[src/rtl/core/jcp_pkg.sv]
// jcp_pkg: shared constants and types for the junction cigar projector
// no dependencies; imported by jcp_step, jcp_out_stage, the top level and the checker

package jcp_pkg;

    localparam int DEF_POSITION_WIDTH = 32;
    localparam int DEF_RUN_WIDTH      = 24;
    localparam int DEF_READ_WIDTH     = 16;

    // per-run flags handed from the step logic to the result register
    typedef struct packed {
        logic is_skip;
        logic last;
        logic incomplete;
    } t_run_flags;

endpackage

[src/rtl/core/jcp_in_stage.sv]
// jcp_in_stage: input register of the projector, holds one accepted item
// standalone; feeds jcp_step

module jcp_in_stage #(
    parameter int POSITION_WIDTH = 32,
    parameter int RUN_WIDTH      = 24,
    parameter int READ_WIDTH     = 16
) (
    input  logic                      i_clk,
    input  logic                      i_rst_n,
    input  logic                      i_valid,
    output logic                      o_stall,
    input  logic                      i_op,
    input  logic [POSITION_WIDTH-1:0] i_base_position,
    input  logic [READ_WIDTH-1:0]     i_skip_offset,
    input  logic [READ_WIDTH-1:0]     i_read_length,
    input  logic [RUN_WIDTH-1:0]      i_segment_length,
    input  logic                      i_last_segment,
    input  logic                      i_take,
    output logic                      o_item_valid,
    output logic                      o_op,
    output logic [POSITION_WIDTH-1:0] o_base_position,
    output logic [READ_WIDTH-1:0]     o_skip_offset,
    output logic [READ_WIDTH-1:0]     o_read_length,
    output logic [RUN_WIDTH-1:0]      o_segment_length,
    output logic                      o_last_segment
);

    logic                      r_valid;
    logic                      r_op;
    logic [POSITION_WIDTH-1:0] r_base_position;
    logic [READ_WIDTH-1:0]     r_skip_offset;
    logic [READ_WIDTH-1:0]     r_read_length;
    logic [RUN_WIDTH-1:0]      r_segment_length;
    logic                      r_last_segment;
    logic                      load;

    // the held item leaves in the same cycle a new one arrives
    assign o_stall = r_valid && !i_take;
    assign load    = i_valid && !o_stall;

    always_ff @(posedge i_clk) begin
        if (!i_rst_n) begin
            r_valid <= 1'b0;
        end else if (load) begin
            r_valid <= 1'b1;
        end else if (i_take) begin
            r_valid <= 1'b0;
        end
    end

    always_ff @(posedge i_clk) begin
        if (load) begin
            r_op             <= i_op;
            r_base_position  <= i_base_position;
            r_skip_offset    <= i_skip_offset;
            r_read_length    <= i_read_length;
            r_segment_length <= i_segment_length;
            r_last_segment   <= i_last_segment;
        end
    end

    assign o_item_valid     = r_valid;
    assign o_op             = r_op;
    assign o_base_position  = r_base_position;
    assign o_skip_offset    = r_skip_offset;
    assign o_read_length    = r_read_length;
    assign o_segment_length = r_segment_length;
    assign o_last_segment   = r_last_segment;

endmodule

[src/rtl/core/jcp_step.sv]
// jcp_step: read state and the per-item projection logic (skip offset, trim runs)
// depends on jcp_pkg; sits between jcp_in_stage and jcp_out_stage

module jcp_step #(
    parameter int POSITION_WIDTH = 32,
    parameter int RUN_WIDTH      = 24,
    parameter int READ_WIDTH     = 16
) (
    input  logic                      i_clk,
    input  logic                      i_rst_n,
    input  logic                      i_item_valid,
    input  logic                      i_op,
    input  logic [POSITION_WIDTH-1:0] i_base_position,
    input  logic [READ_WIDTH-1:0]     i_skip_offset,
    input  logic [READ_WIDTH-1:0]     i_read_length,
    input  logic [RUN_WIDTH-1:0]      i_segment_length,
    input  logic                      i_last_segment,
    input  logic                      i_out_ready,
    output logic                      o_take,
    output logic                      o_res_valid,
    output logic [RUN_WIDTH-1:0]      o_res_length,
    output logic [POSITION_WIDTH-1:0] o_res_position,
    output jcp_pkg::t_run_flags       o_res_flags
);
    import jcp_pkg::*;

    localparam logic [1:0] PH_IDLE = 2'd0;
    localparam logic [1:0] PH_SKIP = 2'd1;
    localparam logic [1:0] PH_EMIT = 2'd2;

    localparam logic OP_HEADER = 1'b0;

    localparam int CW  = (RUN_WIDTH > READ_WIDTH) ? RUN_WIDTH : READ_WIDTH;
    localparam int SW  = ((POSITION_WIDTH > CW) ? POSITION_WIDTH : CW) + 1;

    logic [1:0]                r_phase,        n_phase;
    logic                      r_next_is_skip, n_next_is_skip;
    logic [READ_WIDTH-1:0]     r_offset_left,  n_offset_left;
    logic [READ_WIDTH-1:0]     r_read_left,    n_read_left;
    logic [POSITION_WIDTH-1:0] r_position,     n_position;

    logic [CW-1:0]             len_c;
    logic [CW-1:0]             off_c;
    logic [CW-1:0]             rl_c;
    logic [CW-1:0]             rem;
    logic [CW-1:0]             rl_after;
    logic [CW-1:0]             rl_less_len;
    logic [CW-1:0]             off_after;
    logic [SW-1:0]             sum_off;
    logic [SW-1:0]             sum_len;
    logic [POSITION_WIDTH-1:0] pos_off;
    logic [POSITION_WIDTH-1:0] pos_len;

    assign o_take = i_item_valid && i_out_ready;

    assign len_c       = CW'(i_segment_length);
    assign off_c       = CW'(r_offset_left);
    assign rl_c        = CW'(r_read_left);
    assign rem         = len_c - off_c;
    assign rl_after    = rl_c - rem;
    assign rl_less_len = rl_c - len_c;
    assign off_after   = off_c - len_c;

    // saturating position advance, by the offset or by the whole run
    assign sum_off = SW'(r_position) + SW'(r_offset_left);
    assign sum_len = SW'(r_position) + SW'(i_segment_length);
    assign pos_off = (|sum_off[SW-1:POSITION_WIDTH]) ? '1 : sum_off[POSITION_WIDTH-1:0];
    assign pos_len = (|sum_len[SW-1:POSITION_WIDTH]) ? '1 : sum_len[POSITION_WIDTH-1:0];

    always_comb begin
        n_phase        = r_phase;
        n_next_is_skip = r_next_is_skip;
        n_offset_left  = r_offset_left;
        n_read_left    = r_read_left;
        n_position     = r_position;
        o_res_valid    = 1'b0;
        o_res_length   = '0;
        o_res_position = r_position;
        o_res_flags    = '0;
        if (o_take) begin
            if (i_op == OP_HEADER) begin
                n_position     = i_base_position;
                n_offset_left  = i_skip_offset;
                n_read_left    = i_read_length;
                n_next_is_skip = 1'b0;
                n_phase        = PH_SKIP;
            end else begin
                case (r_phase)
                    PH_SKIP: begin
                        n_next_is_skip = ~r_next_is_skip;
                        o_res_flags.is_skip = 1'b0;
                        if (!r_next_is_skip && (len_c > off_c)) begin
                            // read starts inside this match
                            n_position     = pos_off;
                            n_offset_left  = '0;
                            o_res_position = pos_off;
                            o_res_valid    = 1'b1;
                            if (rem >= rl_c) begin
                                n_phase          = PH_IDLE;
                                o_res_length     = rl_c[RUN_WIDTH-1:0];
                                o_res_flags.last = 1'b1;
                            end else begin
                                n_read_left  = rl_after[READ_WIDTH-1:0];
                                o_res_length = rem[RUN_WIDTH-1:0];
                                if (i_last_segment) begin
                                    n_phase                = PH_IDLE;
                                    o_res_flags.last       = 1'b1;
                                    o_res_flags.incomplete = 1'b1;
                                end else begin
                                    n_phase = PH_EMIT;
                                end
                            end
                        end else begin
                            n_position = pos_len;
                            if (!r_next_is_skip) begin
                                n_offset_left = off_after[READ_WIDTH-1:0];
                            end
                            if (i_last_segment) begin
                                // junction ended before the offset was consumed
                                n_phase                = PH_IDLE;
                                o_res_valid            = 1'b1;
                                o_res_position         = pos_len;
                                o_res_flags.last       = 1'b1;
                                o_res_flags.incomplete = 1'b1;
                            end
                        end
                    end
                    PH_EMIT: begin
                        n_next_is_skip = ~r_next_is_skip;
                        o_res_valid    = 1'b1;
                        if (r_next_is_skip) begin
                            o_res_length        = i_segment_length;
                            o_res_flags.is_skip = 1'b1;
                            if (i_last_segment) begin
                                n_phase                = PH_IDLE;
                                o_res_flags.last       = 1'b1;
                                o_res_flags.incomplete = 1'b1;
                            end
                        end else if (len_c >= rl_c) begin
                            n_phase          = PH_IDLE;
                            o_res_length     = rl_c[RUN_WIDTH-1:0];
                            o_res_flags.last = 1'b1;
                        end else begin
                            n_read_left  = rl_less_len[READ_WIDTH-1:0];
                            o_res_length = i_segment_length;
                            if (i_last_segment) begin
                                n_phase                = PH_IDLE;
                                o_res_flags.last       = 1'b1;
                                o_res_flags.incomplete = 1'b1;
                            end
                        end
                    end
                    default: begin
                        // no read open: segment dropped
                    end
                endcase
            end
        end
    end

    always_ff @(posedge i_clk) begin
        if (!i_rst_n) begin
            r_phase        <= PH_IDLE;
            r_next_is_skip <= 1'b0;
            r_offset_left  <= '0;
            r_read_left    <= '0;
            r_position     <= '0;
        end else begin
            r_phase        <= n_phase;
            r_next_is_skip <= n_next_is_skip;
            r_offset_left  <= n_offset_left;
            r_read_left    <= n_read_left;
            r_position     <= n_position;
        end
    end

endmodule

[src/rtl/core/jcp_out_stage.sv]
// jcp_out_stage: result register of the projector with the output handshake
// depends on jcp_pkg; fed by jcp_step

module jcp_out_stage #(
    parameter int POSITION_WIDTH = 32,
    parameter int RUN_WIDTH      = 24
) (
    input  logic                      i_clk,
    input  logic                      i_rst_n,
    input  logic                      i_res_valid,
    input  logic [RUN_WIDTH-1:0]      i_res_length,
    input  logic [POSITION_WIDTH-1:0] i_res_position,
    input  jcp_pkg::t_run_flags       i_res_flags,
    output logic                      o_ready,
    output logic                      o_valid,
    input  logic                      i_stall,
    output logic [RUN_WIDTH-1:0]      o_out_length,
    output logic                      o_out_is_skip,
    output logic [POSITION_WIDTH-1:0] o_read_position,
    output logic                      o_last_out,
    output logic                      o_incomplete
);
    import jcp_pkg::*;

    logic                      r_valid;
    logic [RUN_WIDTH-1:0]      r_length;
    logic [POSITION_WIDTH-1:0] r_position;
    t_run_flags                r_flags;

    // free, or emptied by a transfer this cycle
    assign o_ready = !r_valid || !i_stall;

    always_ff @(posedge i_clk) begin
        if (!i_rst_n) begin
            r_valid <= 1'b0;
        end else if (o_ready) begin
            r_valid <= i_res_valid;
        end
    end

    always_ff @(posedge i_clk) begin
        if (o_ready && i_res_valid) begin
            r_length   <= i_res_length;
            r_position <= i_res_position;
            r_flags    <= i_res_flags;
        end
    end

    assign o_valid         = r_valid;
    assign o_out_length    = r_length;
    assign o_out_is_skip   = r_flags.is_skip;
    assign o_read_position = r_position;
    assign o_last_out      = r_flags.last;
    assign o_incomplete    = r_flags.incomplete;

endmodule

[src/rtl/core/junction_cigar_projector.sv]
// junction_cigar_projector: top level, projects junction-relative reads onto the genome
// depends on jcp_pkg, jcp_in_stage, jcp_step, jcp_out_stage
//
// Usage: the input channel (i_valid / o_stall) takes a header item (i_op = 0) that
// opens a read with its junction start, offset and length, followed by segment
// items (i_op = 1) giving the junction's alternating match / skip run lengths.
// The output channel (o_valid / i_stall) returns at most one run per segment:
// its length, match or skip, the read's genomic start, and last / incomplete flags.
// Headers give no result, nor do segments that arrive with no read open.
// An item is registered in the input register on entry and its result in the result
// register on exit, so a result is offered only after it has passed both registers.
// Throughput: one item per cycle while the output is not stalled, set by the
// combinational step logic between the two registers.
// A new item is taken while a result waits as long as the input register is free;
// when the receiver stalls, the result register holds, the input register fills
// and o_stall rises until the result is taken.
// Reset (synchronous, i_rst_n low) empties both registers and closes any open read.

module junction_cigar_projector #(
    parameter int POSITION_WIDTH = jcp_pkg::DEF_POSITION_WIDTH,
    parameter int RUN_WIDTH      = jcp_pkg::DEF_RUN_WIDTH,
    parameter int READ_WIDTH     = jcp_pkg::DEF_READ_WIDTH
) (
    input  logic                      i_clk,
    input  logic                      i_rst_n,
    input  logic                      i_valid,
    output logic                      o_stall,
    input  logic                      i_op,
    input  logic [POSITION_WIDTH-1:0] i_base_position,
    input  logic [READ_WIDTH-1:0]     i_skip_offset,
    input  logic [READ_WIDTH-1:0]     i_read_length,
    input  logic [RUN_WIDTH-1:0]      i_segment_length,
    input  logic                      i_last_segment,
    output logic                      o_valid,
    input  logic                      i_stall,
    output logic [RUN_WIDTH-1:0]      o_out_length,
    output logic                      o_out_is_skip,
    output logic [POSITION_WIDTH-1:0] o_read_position,
    output logic                      o_last_out,
    output logic                      o_incomplete
);
    import jcp_pkg::*;

    logic                      item_valid;
    logic                      item_op;
    logic [POSITION_WIDTH-1:0] item_base_position;
    logic [READ_WIDTH-1:0]     item_skip_offset;
    logic [READ_WIDTH-1:0]     item_read_length;
    logic [RUN_WIDTH-1:0]      item_segment_length;
    logic                      item_last_segment;
    logic                      take;
    logic                      out_ready;
    logic                      res_valid;
    logic [RUN_WIDTH-1:0]      res_length;
    logic [POSITION_WIDTH-1:0] res_position;
    t_run_flags                res_flags;

    jcp_in_stage #(
        .POSITION_WIDTH (POSITION_WIDTH),
        .RUN_WIDTH      (RUN_WIDTH),
        .READ_WIDTH     (READ_WIDTH)
    ) u_in (
        .i_clk            (i_clk),
        .i_rst_n          (i_rst_n),
        .i_valid          (i_valid),
        .o_stall          (o_stall),
        .i_op             (i_op),
        .i_base_position  (i_base_position),
        .i_skip_offset    (i_skip_offset),
        .i_read_length    (i_read_length),
        .i_segment_length (i_segment_length),
        .i_last_segment   (i_last_segment),
        .i_take           (take),
        .o_item_valid     (item_valid),
        .o_op             (item_op),
        .o_base_position  (item_base_position),
        .o_skip_offset    (item_skip_offset),
        .o_read_length    (item_read_length),
        .o_segment_length (item_segment_length),
        .o_last_segment   (item_last_segment)
    );

    jcp_step #(
        .POSITION_WIDTH (POSITION_WIDTH),
        .RUN_WIDTH      (RUN_WIDTH),
        .READ_WIDTH     (READ_WIDTH)
    ) u_step (
        .i_clk            (i_clk),
        .i_rst_n          (i_rst_n),
        .i_item_valid     (item_valid),
        .i_op             (item_op),
        .i_base_position  (item_base_position),
        .i_skip_offset    (item_skip_offset),
        .i_read_length    (item_read_length),
        .i_segment_length (item_segment_length),
        .i_last_segment   (item_last_segment),
        .i_out_ready      (out_ready),
        .o_take           (take),
        .o_res_valid      (res_valid),
        .o_res_length     (res_length),
        .o_res_position   (res_position),
        .o_res_flags      (res_flags)
    );

    jcp_out_stage #(
        .POSITION_WIDTH (POSITION_WIDTH),
        .RUN_WIDTH      (RUN_WIDTH)
    ) u_out (
        .i_clk           (i_clk),
        .i_rst_n         (i_rst_n),
        .i_res_valid     (res_valid),
        .i_res_length    (res_length),
        .i_res_position  (res_position),
        .i_res_flags     (res_flags),
        .o_ready         (out_ready),
        .o_valid         (o_valid),
        .i_stall         (i_stall),
        .o_out_length    (o_out_length),
        .o_out_is_skip   (o_out_is_skip),
        .o_read_position (o_read_position),
        .o_last_out      (o_last_out),
        .o_incomplete    (o_incomplete)
    );

endmodule

[config.mk]
export PLATFORM = sky130hd
export DESIGN_NAME = junction_cigar_projector
export DESIGN_NICKNAME = d
export VERILOG_FILES = /design/src/rtl/core/jcp_pkg.sv /design/src/rtl/core/jcp_in_stage.sv /design/src/rtl/core/jcp_step.sv /design/src/rtl/core/jcp_out_stage.sv /design/src/rtl/core/junction_cigar_projector.sv
export SDC_FILE = /design/constraint.sdc
export NUM_CORES = 1
export LEC_CHECK = 0
export BUFFER_PORTS_ARGS = -buffer_cell sky130_fd_sc_hd__buf_2
export CAP_MARGIN = 10
export CELL_PAD_IN_SITES_DETAIL_PLACEMENT = 0
export CELL_PAD_IN_SITES_GLOBAL_PLACEMENT = 1
export CORE_ASPECT_RATIO = 0.6
export CORE_UTILIZATION = 50
export CTS_CLUSTER_DIAMETER = 120
export DETAILED_ROUTE_END_ITERATION = 10
export GPL_TIMING_DRIVEN = 0
export PLACE_DENSITY = 0.86
export SETUP_SLACK_MARGIN = 0.05
export SKIP_LAST_GASP = 1
export SLEW_MARGIN = 20
export SYNTH_ARGS = -nofsm -noshare
export SYNTH_HDL_FRONTEND = slang
export SYNTH_SLANG_ARGS = --single-unit
[constraint.sdc]
create_clock -name i_clk -period 17.8 [get_ports i_clk]
set_clock_uncertainty 0.05 [all_clocks]
set_input_delay 2.67 -clock i_clk [delete_from_list [all_inputs] [get_ports i_clk]]
set_output_delay 2.67 -clock i_clk [all_outputs]
set_load 0.01 [all_outputs]
# --- Word-level counts from Yosys, hierarchy flattened ---
# Cells that the tools add are included.
word_totals:
  ff_bits: 218
  output_inout_bits: 61
  wordCells: 108
op_classes:
  addsub: 6
  magnitude_cmp: 3
  eq_ne: 10
  muxes: 51
  bitwise_logic: 1
  reduce_logical: 19
op_table:
  columns: ["op", "n"]
  rows:
  - ["32-bit two-way mux", 10]
  - ["16-bit two-way mux", 9]
  - ["24-bit two-way mux", 4]
  - ["24-bit by 16-bit >= comparator with 1-bit output", 2]
  - ["24-bit one-hot mux with 2 select lines", 1]
  - ["16-bit subtractor", 3]
  - ["32-bit by 16-bit adder with 33-bit output", 1]
  - ["32-bit by 24-bit adder with 33-bit output", 1]
  - ["16-bit one-hot mux with 2 select lines", 1]
  - ["24-bit by 16-bit greater-than comparator with 1-bit output", 1]
  - ["24-bit by 16-bit subtractor with 24-bit output", 1]
  - ["2-bit two-way mux", 10]
  - ["1-bit two-way mux", 13]
  - ["3-bit != test (second input constant)", 4]
  - ["2-bit AND reduction", 4]
  - ["3-bit one-hot mux with 2 select lines", 1]
  - ["6-bit AND reduction", 1]
  - ["1-bit logical AND", 5]
  - ["1-bit logical NOT", 5]
  - ["2-bit one-hot mux with 2 select lines", 1]
  - ["3-bit by 1-bit != test with 1-bit output (second input constant)", 1]
  - ["3-bit by 2-bit != test with 1-bit output (second input constant)", 1]
  - ["3-bit AND reduction", 1]
  - ["2-bit by 1-bit == test with 1-bit output (second input constant)", 1]
  - ["other kinds (8)", 8]

# --- Longest topological paths before layout ---
logic_depth:
  depth_word: 8
  depth_mapped: 21
  depth_no_buf: 20

# --- Modules after synthesis ---
# From an unflattened synthesis, not the netlist that was laid out.
unflattened:
  hier_cells: 1638
  area_unflattened_um2: 15317.2
modules_own_cells:
  columns: ["mod", "instances", "cells_each", "area_each_um2", "seq_area_each_um2"]
  rows:
  - ["jcp_step", 1, 1480, 10754.1, 1341.3]
  - ["jcp_in_stage", 1, 94, 2750.1, 2722.6]
  - ["jcp_out_stage", 1, 64, 1813.0, 1791.7]

# --- Worst setup path before layout ---
# OpenSTA, ideal clock, no wires.
synth_path:
  path_kind: "input port to flip-flop"
  from: "input i_stall"
  to: "register u_in.r_base_position[0] (netlist: u_in.o_base_position[0]), enable pin"
  setup_ns: 0.549
  t_arrival_ns: 6.893
  t_required_ns: 17.201
  setup_slack_ns: 10.307
  path_stages: 2
  cell_sequence: "and3_1 nor2b_1"
synth_via:
  elab_chain_len: 7
synth_rtl:
  columns: ["element", "line", "source"]
  rows:
  - ["start: declaration", "junction_cigar_projector.sv:35", "input logic i_stall,"]
  - ["1-bit logical NOT", "jcp_out_stage.sv:31", "assign o_ready = !r_valid || !i_stall;"]
  - ["1-bit logical OR", "jcp_out_stage.sv:31", null]
  - ["1-bit logical AND", "jcp_step.sv:54", "assign o_take = i_item_valid && i_out_ready;"]
  - ["1-bit logical NOT", "jcp_in_stage.sv:39", "assign o_stall = r_valid && !i_take;"]
  - ["1-bit logical AND", "jcp_in_stage.sv:39", null]
  - ["1-bit logical NOT", "jcp_in_stage.sv:40", "assign load = i_valid && !o_stall;"]
  - ["1-bit logical AND", "jcp_in_stage.sv:40", null]
  - ["net u_in.load", "jcp_in_stage.sv:36", "logic load;"]
  - ["end signal: assignment", "jcp_in_stage.sv:55", "r_base_position <= i_base_position;"]
  - ["end: declaration", "jcp_in_stage.sv:31", "logic [POSITION_WIDTH-1:0] r_base_position;"]
# The timed path passes the listed nets, and every way through them passes these cells.
# A chain may end at the register's enable or synchronous reset.

# --- Final worst setup path ---
layout_path:
  from: "register u_in.r_segment_length[1] (netlist: u_in.o_segment_length[1])"
  to: "register u_step.r_read_left[9]"
layout_via:
  elab_chain_len: 6
  word_cells_on_any_way: 17
layout_rtl:
  columns: ["element", "line", "source"]
  rows:
  - ["start: declaration", "jcp_in_stage.sv:34", "logic [RUN_WIDTH-1:0] r_segment_length;"]
  - ["start signal: assignment", "jcp_in_stage.sv:58", "r_segment_length <= i_segment_length;"]
  - ["24-bit by 16-bit subtractor with 24-bit output", "jcp_step.sv:59", "assign rem = len_c - off_c;"]
  - ["16-bit subtractor", "jcp_step.sv:60", "assign rl_after = rl_c - rem;"]
  - ["16-bit two-way mux", "jcp_step.sv:98", "if (rem >= rl_c) begin"]
  - ["16-bit two-way mux", "jcp_step.sv:92", "if (!r_next_is_skip && (len_c > off_c)) begin"]
  - ["16-bit one-hot mux with 2 select lines", "jcp_step.sv:88", "case (r_phase)"]
  - ["16-bit two-way mux", "jcp_step.sv:81", "if (i_op == OP_HEADER) begin"]
  - ["end signal: assignment", "jcp_step.sv:172", "r_read_left <= n_read_left;"]
  - ["end: declaration", "jcp_step.sv:39", "logic [READ_WIDTH-1:0] r_read_left, n_read_left;"]
# Parallel ways exist; a longest one is shown, timed or not. The select of a mux whose other input is x is not followed.

==> summary.md <==
| Metric | Value |
|---|---|
| Status | completed |
| Register bit total from synthesis | 218 |
| Design internal power | 0.975 mW |
| Total number of vias | 15100 |
| Max-cap check violation count | 0 |
| First-pass GRT wire length | 87400 um |
| Antenna violations before repair | 0 |
| Half-perimeter wire length after placement | 47000 um |
| CTS Buf Count | 23 |
| Hold Fails Final Rpt | 0 |
| Worst-Skew Late Latency | 0.55 ns |
| CTS sink cnt | 218 |
| Setup CP Type | reg -> reg |
| CP max stage cell | o41ai_2 |
| Gp weighted congestion | 0.978 |
| Net switching power | 0.492 mW |
| CP cell instances | inv_1, ha_1, nor2b_1, o31a_1, o41ai_2, o211a_1, xnor2_1, ha_1, a21o_1, a21o_1, a211oi_1, o2111ai_1, or4_4, nor4_4, nand3_1, nand2_2, a311oi_1 |
| Initial Util | 0.508 |
| Peak supply drop | 0.0806 mV |
| Mapped Nets | 1901 |
| Main synth FF type | edfxtp_1 |
| Hold WC Path Type | reg -> reg |
| Critical path startpoint category | register |
| Mapped cell area | 15200 um^2 |
| TritonRoute pass-1 iters | 7 |
| Setup crit end kind | register |
| Synthesis-to-finish area growth | 13.8% |
| Ports | 155 |
| CP required | 18.13 ns |
| Peak Freq | 0.143 GHz |
| CTS tree | yes |
| Library cells used by synthesis | 78 |
| CTS Hold Bufs | 0 |
| Crit-path leading delay family | simple AND/OR/NAND/NOR gates |
| Period utilization | 0.394 |
| Max incr delay on CP | 0.82 ns |
| Final nets | 2084 |
| Worst EP arrival | 7.34 ns |
| Routed WL per cell | 26.7 um |
| Share of cells above drive strength 1 | 0.125 |
| Vias/cell | 6.59 |
| Worst Path Buf+Inv | 1 |
| Post-route DRC | 0 |
| Setup TNS | 0 ns |
| Sequential group share of total power | 0.406 |
| Mean Syn Cell Area | 9.06 um^2 |
| Combinational share of power | 0.266 |
| GRT Residual Overflow | 0 |
| Clock share of power | 0.329 |
| YS warnings | 0 |
| Iter 0 DRT Violations | 2368 |
| Die width | 227 um |
| Tot GR Track Use | 0.390 |
| Count of flip-flops with a built-in enable after synthesis | 149 |
| Actual slew at the worst max-slew pin | 1.29 ns |
| Post-synth top cells | a21oi_1 (180), edfxtp_1 (149), nand2_1 (129), nor2_1 (122), ha_1 (120) |
| Post-CTS Resized | 0 |
| Port Buffers | 154 |
| Post-DRT Antenna Nets | 0 |
| Die area | 31200 um^2 |
| Top-count cell post-synth | a21oi_1 |
| Mapped Cells | 1682 |
| Root Driver | clkbuf_16 |
| Pin count of the biggest net entering global routing | 33 |
| Min cycle time layout | 7.01 ns |
| Clock buffer depth | 3 |
| # diodes | 0 |
| H-Tree Depth | 1 |
| Sw frac | 0.335 |
| Core Area | 30000 um^2 |
| FP Rows | 49 |
| Die Span Y | 137 um |
| Synth top area share | 0.294 |
| Max-slew violation count | 0 |
| Worst-path fanout max | 10 |
| Seq/Total Area, Yosys | 0.384 |
| RSZ-0062 raised after global routing | false |
| Worst-path clk slew | 0.06 ns |
| Pwr Density | 84.6 nW/um^2 |
| DRT Wirelength | 61100 um |
| Top post-synthesis cells by area | edfxtp_1 (29%), ha_1 (9.8%), dfxtp_1 (9.1%) |
| Final Power | 1.47 mW |
| Vias in the first global route | 13400 |
| Post-synth ARST share | 0 |
| Setup violators final | 0 |
| LEAKAGE | 6.97 nW |
| Post-CTS Setup Repair Bufs | 0 |
| Post-synth top area cell | edfxtp_1 |
| Slew HR | 0.142 |
stage by stage:
step / hold WS, ns / area, um^2 / std cells / setup WS, ns / utilization
2_1_floorplan: 0.416 / 15200 / 1682 / 10.31 / -
3_3_place_gp: 0.448 / 16500 / 2244 / 8.07 / 0.551
3_5_place_dp: 0.444 / 16600 / 2248 / 11.07 / 0.555
4_1_cts: 0.467 / 17300 / 2289 / 11.19 / 0.578
5_1_grt: 0.494 / 17400 / 2289 / 10.73 / 0.579
6_report: 0.469 / 17400 / 2289 / 10.79 / 0.579
cells in the final DEF, fill, tap and decap left out, types with 10 or more instances in the layout:
cell type / n
a21oi_1: 180
nand3_1: 36
inv_1: 83
o21bai_1: 11
a21o_1: 44
a311oi_1: 12
a31oi_1: 25
and2_1: 22
xor2_1: 25
mux2i_1: 28
nand4_1: 24
clkbuf_16: 24
o21ai_0: 112
o21a_1: 16
xnor2_1: 46
and3_1: 21
edfxtp_1: 149
nand2b_1: 10
nor3_1: 40
dfxtp_1: 69
o31ai_1: 12
buf_2: 165
o22ai_1: 25
ha_1: 120
a22oi_1: 12
clkbuf_1: 69
nor2_1: 122
nand2_1: 129
o211ai_1: 16
nor2b_1: 18
a211oi_1: 31
flip-flops by register name (all words and copies together) (netlist names):
register and cells:
u_out.o_out_length 24, u_out.o_last_out 1, u_out.o_valid 1, u_step.r_phase 2, u_step.r_position 32, u_step.r_read_left 16
u_in.o_read_length 16, u_step.r_next_is_skip 1, u_out.o_out_is_skip 1, u_step.r_offset_left 16, u_out.o_incomplete 1, u_in.o_skip_offset 16
u_in.o_base_position 32, u_out.o_read_position 32, u_in.o_last_segment 1, u_in.o_segment_length 24, u_in.o_op 1, u_in.o_item_valid 1
kinds of logic after synthesis:
family,count (synthesis),share of synthesized area
DFF,218,0.384
adders and majority gates,125,0.105
and+or+nand+nor,466,0.148
buffers and inverters,174,0.0460
AOI/OAI and AO/OA,597,0.255
xor gates and xnor gates,71,0.0408
muxes,31,0.0206
final cells by class:
class	count	area [um^2]
clock buffers	30	633
flip-flops and latches	218	5860
well taps	408	510
repair buffers	158	858
clock inverters	11	80.1
plain buffers	89	387
inverters	85	322
multi-input cells	1290	8700
fillers	2706	12600
final timing paths:
kind | startpoint | end | slack, ns | cells past startpoint
worst min register to register | u_in.o_base_position[28] | u_step.r_position[28] | 0.47 | 2
worst min-delay path | u_in.o_base_position[28] | u_step.r_position[28] | 0.47 | 2
worst max register to register | u_in.o_segment_length[1] | u_step.r_read_left[9] | 10.79 | 17
worst max-delay path | u_in.o_segment_length[1] | u_step.r_read_left[9] | 10.79 | 17
worst register-to-register path, delay by kind of cell (launching register included):
family / cells / cell delay, ns
AO/OA/AOI/OAI: 8 / 2.37
buffers and inverters: 1 / 0.20
adder cells (fa/ha/maj): 2 / 0.69
flip-flops: 1 / 0.57
AND/OR/NAND/NOR: 5 / 2.76
XOR/XNOR: 1 / 0.21
metal layers:
layer  part of all wire  track usage  up-vias
met1               0.46        0.615     7191
met4              0.013       0.0597        2
met5            0.00057            0        -
li1                   -            -     6713
met3               0.16        0.153       65
met2               0.36        0.488     1111
power by group through the flow:
stage          registers (mW)  logic, mW  clock network (mW)
3_5_place_dp            0.605      0.370                   0
3_3_place_gp            0.607      0.362                   0
5_1_grt                 0.597      0.417               0.503
4_1_cts                 0.594      0.373               0.485
2_1_floorplan           0.594      0.260                   0
6_report                0.595      0.390               0.482
No activity file was read; power rests on OpenSTA's default activity.
